**config.mk**
```make
export PLATFORM = sky130hd
export DESIGN_NAME = csc_milli_div
export DESIGN_NICKNAME = d
export VERILOG_FILES = /design/src/rtl/core/csc_pkg.sv /design/src/rtl/core/csc_milli_div.sv
export SDC_FILE = /design/constraint.sdc
export NUM_CORES = 1
export LEC_CHECK = 0
export ABC_AREA = 1
export BUFFER_PORTS_ARGS = -buffer_cell sky130_fd_sc_hd__buf_2
export CAP_MARGIN = 40
export CELL_PAD_IN_SITES_DETAIL_PLACEMENT = 0
export CELL_PAD_IN_SITES_GLOBAL_PLACEMENT = 1
export CORE_ASPECT_RATIO = 1.5
export CORE_MARGIN = 1.5
export CORE_UTILIZATION = 53
export CTS_CLUSTER_SIZE = 8
export DETAILED_ROUTE_END_ITERATION = 6
export HOLD_SLACK_MARGIN = 0.06
export PLACE_DENSITY_LB_ADDON = 0.1
export SLEW_MARGIN = 20
export SYNTH_ARGS = -nofsm -noshare
export SYNTH_HDL_FRONTEND = slang
export SYNTH_SLANG_ARGS = --single-unit
```
**constraint.sdc**
```tcl
create_clock -name clk -period 13.85 [get_ports clk]
set_clock_uncertainty 0.1 [all_clocks]
set_input_delay 2.77 -clock clk [delete_from_list [all_inputs] [get_ports clk]]
set_output_delay 2.77 -clock clk [all_outputs]
set_load 0.05 [all_outputs]
```
**src/rtl/core/csc_pkg.sv**
```systemverilog
// shared types and constants for the character sprite compositor
// no dependencies; used by csc_milli_div and character_sprite_compositor
package csc_pkg;

  localparam logic [2:0] FN_APPEND   = 3'd0;
  localparam logic [2:0] FN_UPDATE   = 3'd1;
  localparam logic [2:0] FN_REMOVE   = 3'd2;
  localparam logic [2:0] FN_IMG_WR   = 3'd3;
  localparam logic [2:0] FN_BG_WR    = 3'd4;
  localparam logic [2:0] FN_READ     = 3'd5;

  localparam logic [1:0] STS_OK      = 2'd0;
  localparam logic [1:0] STS_FULL    = 2'd1;
  localparam logic [1:0] STS_NO_SLOT = 2'd2;
  localparam logic [1:0] STS_OFF_SCR = 2'd3;

  localparam logic [7:0] BLANK_CHAR  = 8'h20;
  localparam logic [7:0] OFF_CHAR    = 8'hFF;

  // x / 1000 == (x * MILLI_RECIP) >> MILLI_SHIFT for 0 <= x < 2**24
  localparam int unsigned MILLI_SHIFT = 33;
  localparam logic [23:0] MILLI_RECIP = 24'd8589935;

  // image address before wrap: base + width * row + column
  localparam int unsigned IA_W = 13;

  typedef struct packed {
    logic [2:0]         func;
    logic [5:0]         slot;
    logic signed [23:0] pos_x_milli;
    logic signed [23:0] pos_y_milli;
    logic [6:0]         img_width;
    logic [4:0]         img_height;
    logic [11:0]        img_base;
    logic [11:0]        mem_address;
    logic [6:0]         cell_x;
    logic [4:0]         cell_y;
    logic [7:0]         char_value;
  } in_item_t;

  typedef struct packed {
    logic [7:0] char_out;
    logic       from_sprite;
    logic [1:0] op_status;
    logic [6:0] sprite_count;
  } out_item_t;

  typedef struct packed {
    logic signed [23:0] pos_x_milli;
    logic signed [23:0] pos_y_milli;
    logic [6:0]         img_width;
    logic [4:0]         img_height;
    logic [11:0]        img_base;
  } sprite_entry_t;

endpackage

```
**src/rtl/core/csc_milli_div.sv**
```systemverilog
// signed division by 1000 with truncation toward zero, registered product
// reciprocal multiply on the magnitude; depends on csc_pkg
module csc_milli_div import csc_pkg::*; (
  input  logic               clk,
  input  logic signed [23:0] milli,
  output logic signed [15:0] cells
);

  logic [24:0] mag;
  logic [47:0] prod_r;
  logic        neg_r;
  logic [14:0] q;

  // magnitude of -2**23 needs the 24th bit
  assign mag = milli[23] ? (25'd0 - {milli[23], milli}) : {1'b0, milli};

  always_ff @(posedge clk) begin
    prod_r <= mag[23:0] * MILLI_RECIP;
    neg_r  <= milli[23];
  end

  assign q     = prod_r[47:MILLI_SHIFT];
  assign cells = neg_r ? (16'sd0 - $signed({1'b0, q})) : $signed({1'b0, q});

endmodule

```
* After elaboration in Yosys (flattened, before gate mapping)
Cells that the tools add are included.
Word-level totals: output and inout port bits 16, logic and storage cells 7, bits in registers 49, input bits 25
Operators by class: muxes and demuxes 2, $add $sub $neg 2, multipliers 1
Operator list (number):
- 24-bit by 24-bit multiplier with 48-bit output, second input constant | 1
- 24-bit two-way mux | 1
- 1-bit by 24-bit subtractor with 24-bit output, first input constant | 1
- 16-bit two-way mux | 1
- 1-bit by 15-bit subtractor with 16-bit output, first input constant | 1

* Logic depth before layout (Yosys ltp)
depth in word-level cells 3, depth in mapped cells 37, mapped depth without buffers 37

* Worst setup path after synthesis
No wires, ideal clock.
kind input to register, start point in milli[2], end point reg prod_r[42], stages 26, library setup time 0.121 ns, data required time 13.629 ns, buffers on the path 0, data arrival time 8.725 ns, setup slack 4.904 ns, cell sequence nor3_4 inv_1 nor2_4 nand3_1 o21ai_0 xor2_1 inv_1 fa_1 fa_1 xor2_1 fa_1 inv_1 fa_1 fa_1 inv_1 fa_1 inv_1 ha_1 a21oi_1 nor2_1 nor2_1 a21boi_0 o21ai_0 nand2_1 nand3_1 xor2_1
On the way: longest elaborated chain between the ends 3
RTL lines:
- start: declaration | line csc_milli_div.sv:5 | input logic signed [23:0] milli,
- 1-bit by 24-bit subtractor with 24-bit output | line csc_milli_div.sv:15 | assign mag = milli[23] ? (25'd0 - {milli[23], milli}) : {1'b0, milli};
- 24-bit two-way mux * | line csc_milli_div.sv:15
- 24-bit by 24-bit multiplier with 48-bit output * | line csc_milli_div.sv:18 | prod_r <= mag[23:0] * MILLI_RECIP;
- end signal: assignment | line csc_milli_div.sv:18
- end: declaration | line csc_milli_div.sv:10 | logic [47:0] prod_r;
Mark *: on every way between the ends. The rest lies on a longest branch, timed or not.

* Final worst setup path
start point in milli[0], end point reg prod_r[46]
Same word-level chain as after synthesis.

==> out/summary.txt <==
Worst EP required: 13.90 ns
area of the mapped netlist: 0.0115 sq mm
antenna viol nets, final: 0
DRT Pass-1 Iters: 4
Seq/Total Area, Yosys: 2.79%
max-cap violations: 0
clock slew at reported path FFs: 0.05 ns
first-pass GRT wire length: 52000 um
Core ar.: 0.0211 sq mm
final net count: 1969
CP Class: primary input to register
Worst Setup End Kind: register
hold endpoint: neg_r
Slew @ Worst Pin: 0.761 ns
vias in the first global route: 9968
Min-Delay Path Depth: 1
area grow syn2layout: 5.71%
hold crit path type: primary input to register
routed wire length per instance: 17.9 um
final setup violating endpoints: 0
Die H: 183 um
leading area contributor after synthesis: fa_1
GP Congestion: 0.943
Synth Area in Adders: 52.6%
top cell type's share of synthesized area: 27.7%
die area: 0.0226 sq mm
Synth warnings: 0
Hold Buf Count CTS: 0
Top FF cell, synth: dfxtp_1
RSZ-0062 raised after global routing: false
fill count: 2120
initial antenna violation count: 0
Cell Rows: 65
drc violations: 0
Initial DRC Count: 399
Tot GR Track Use: 30.9%
syn nets: 1921
mux cell area share after synthesis: 0%
Post-synth EDFFs: 0
cell with the most instances after synthesis: inv_1
critical path startpoint: milli[0]
H-Tree Depth: 1
HP Start: milli[23]
Ports: 41
largest cells by area after synthesis: fa_1 28%, ha_1 25%, inv_1 14%
period utilization: 71.6%
Final min period: 9.91 ns
asr flop ratio synth: 0%
CP Max Fanout: 10
Final Hold Fails: 0
#FFs+latches synth: 16
DPL Wire Length: 29700 um
largest family of logic cells by synthesized area: adder cells
clock tree buffer depth: 2
Post-Synth Simple-Gate Area: 17.9%
Post-Synth XOR/XNOR Area: 5.65%
TritonCTS Buffers: 3
Port-buffer cells: 40
status: finished, final reports clean
CTS sink cnt: 16
setup tns final: 0 ns
DRT Wirelength: 32700 um
Final Slew Violations: 0
CP most frequent cell: nand2_1
most frequent cells after synthesis: 424 x inv_1, 247 x nand2_1, 228 x ha_1
Starting Density: 54.3%
syn_area_per_cell: 7.61 sq um
pin count of the biggest net entering global routing: 27
via-per-instance ratio: 5.12
post-synthesis cell type count: 46
CTS tree: built
largest stage delay on the critical path: 0.56 ns
# resized after CTS: 0
Die W: 123 um
post-synthesis compound-gate area fraction: 6.60%
Data arrival, critical path: 9.96 ns
Slew headroom: 49.2%
via count: 9342
post-CTS setup buffers: 0
Syn Inst Count: 1509
f_max: 101 MHz
share of post-route cells with drive strength above 1: 6.30%
slowest cell on the critical path: fa_1
startpoint types: primary input
total gr overflow: 0
root buffer cell: clkbuf_16
per-stage QoR:
step,instances,worst slack (ns),hold WS [ns],utilization [%],cell area [sq um]
final,1825,3.94,2.87,57.4,12100
after global routing,1824,3.63,2.88,57.4,12100
after CTS,1823,4.00,2.87,57.3,12100
after detailed placement,1819,3.77,3.14,56.9,12000
after global placement,1819,3.83,3.14,56.9,12000
after floorplan,1509,4.90,2.70,-,11500
layer usage:
metal / up-vias / share of wire (%) / GRT usage, %
li1: 4664 / - / -
met1: 4363 / 38 / 35.9
met2: 226 / 52 / 56.3
met3: 89 / 3.4 / 1.87
met4: 0 / 6.2 / 15.7
met5: - / 0 / 0
critical path, delay by kind of cell:
| family | cells | cell delay (ns) |
|---|---|---|
| AND/OR/NAND/NOR | 15 | 2.26 |
| XOR/XNOR | 2 | 0.66 |
| buffers and inverters | 7 | 0.70 |
| adder cells (fa/ha/maj) | 7 | 3.22 |
| AO/OA/AOI/OAI | 2 | 0.34 |
cell usage in the layout, fill, tap and decap left out, types with 2 or more instances in the layout:
| cell type | n |
|---|---|
| nand3_1 | 36 |
| nand4_1 | 15 |
| o21bai_1 | 16 |
| or2_1 | 8 |
| buf_2 | 40 |
| inv_2 | 7 |
| a21o_1 | 9 |
| nand2_4 | 2 |
| nor4_1 | 2 |
| o21a_1 | 4 |
| a31oi_1 | 3 |
| xor2_4 | 4 |
| fa_1 | 159 |
| nor2_1 | 127 |
| a21boi_0 | 3 |
| xor2_2 | 2 |
| o21ai_0 | 39 |
| a21oi_1 | 49 |
| dfxtp_1 | 16 |
| nand2_1 | 247 |
| o21ai_2 | 2 |
| inv_1 | 424 |
| nand3b_1 | 3 |
| nor2_4 | 3 |
| nor3_1 | 13 |
| nand2_2 | 10 |
| clkbuf_16 | 3 |
| xor2_1 | 41 |
| xnor2_1 | 13 |
| xnor2_2 | 2 |
| ha_1 | 228 |
| buf_4 | 7 |
| or2_2 | 4 |
registers in the layout (all words and copies together), names as in the netlist:
signal  cells
neg_r       1
prod_r     15
cell families (layout without fill, tap and decap cells):
family                     Yosys count  after routing
adders and majority gates          387            387
and+or+nand+nor                    478            478
other                                0              1
buffers and inverters              438            485
AOI/OAI and AO/OA                  128            128
xor gates and xnor gates            62             62
DFF                                 16             16
how the worst max path moves through the flow:
stage	cells after the start	endpoint	slack (ns)
4_1_cts	33	prod_r[46]	4.00
3_5_place_dp	33	prod_r[46]	3.77
5_1_grt	33	prod_r[46]	3.63
2_1_floorplan	26	prod_r[42]	4.90
3_3_place_gp	33	prod_r[46]	3.83
6_report	33	prod_r[46]	3.94
area by class of cell:
cell class,instances,area (sq um),area share [%]
clock buffer,4,88.8,0.732
sequential,16,320,2.64
multi-input combinational,1055,9500,78.3
timing repair buffer,48,260,2.14
antenna,1,2.50,0.0206
inverter,433,1630,13.4
tap,268,335,2.76
Power is left out: the tool's default activity adds up to more than one toggle a clock period on the data nets, which glitch-free logic cannot reach.
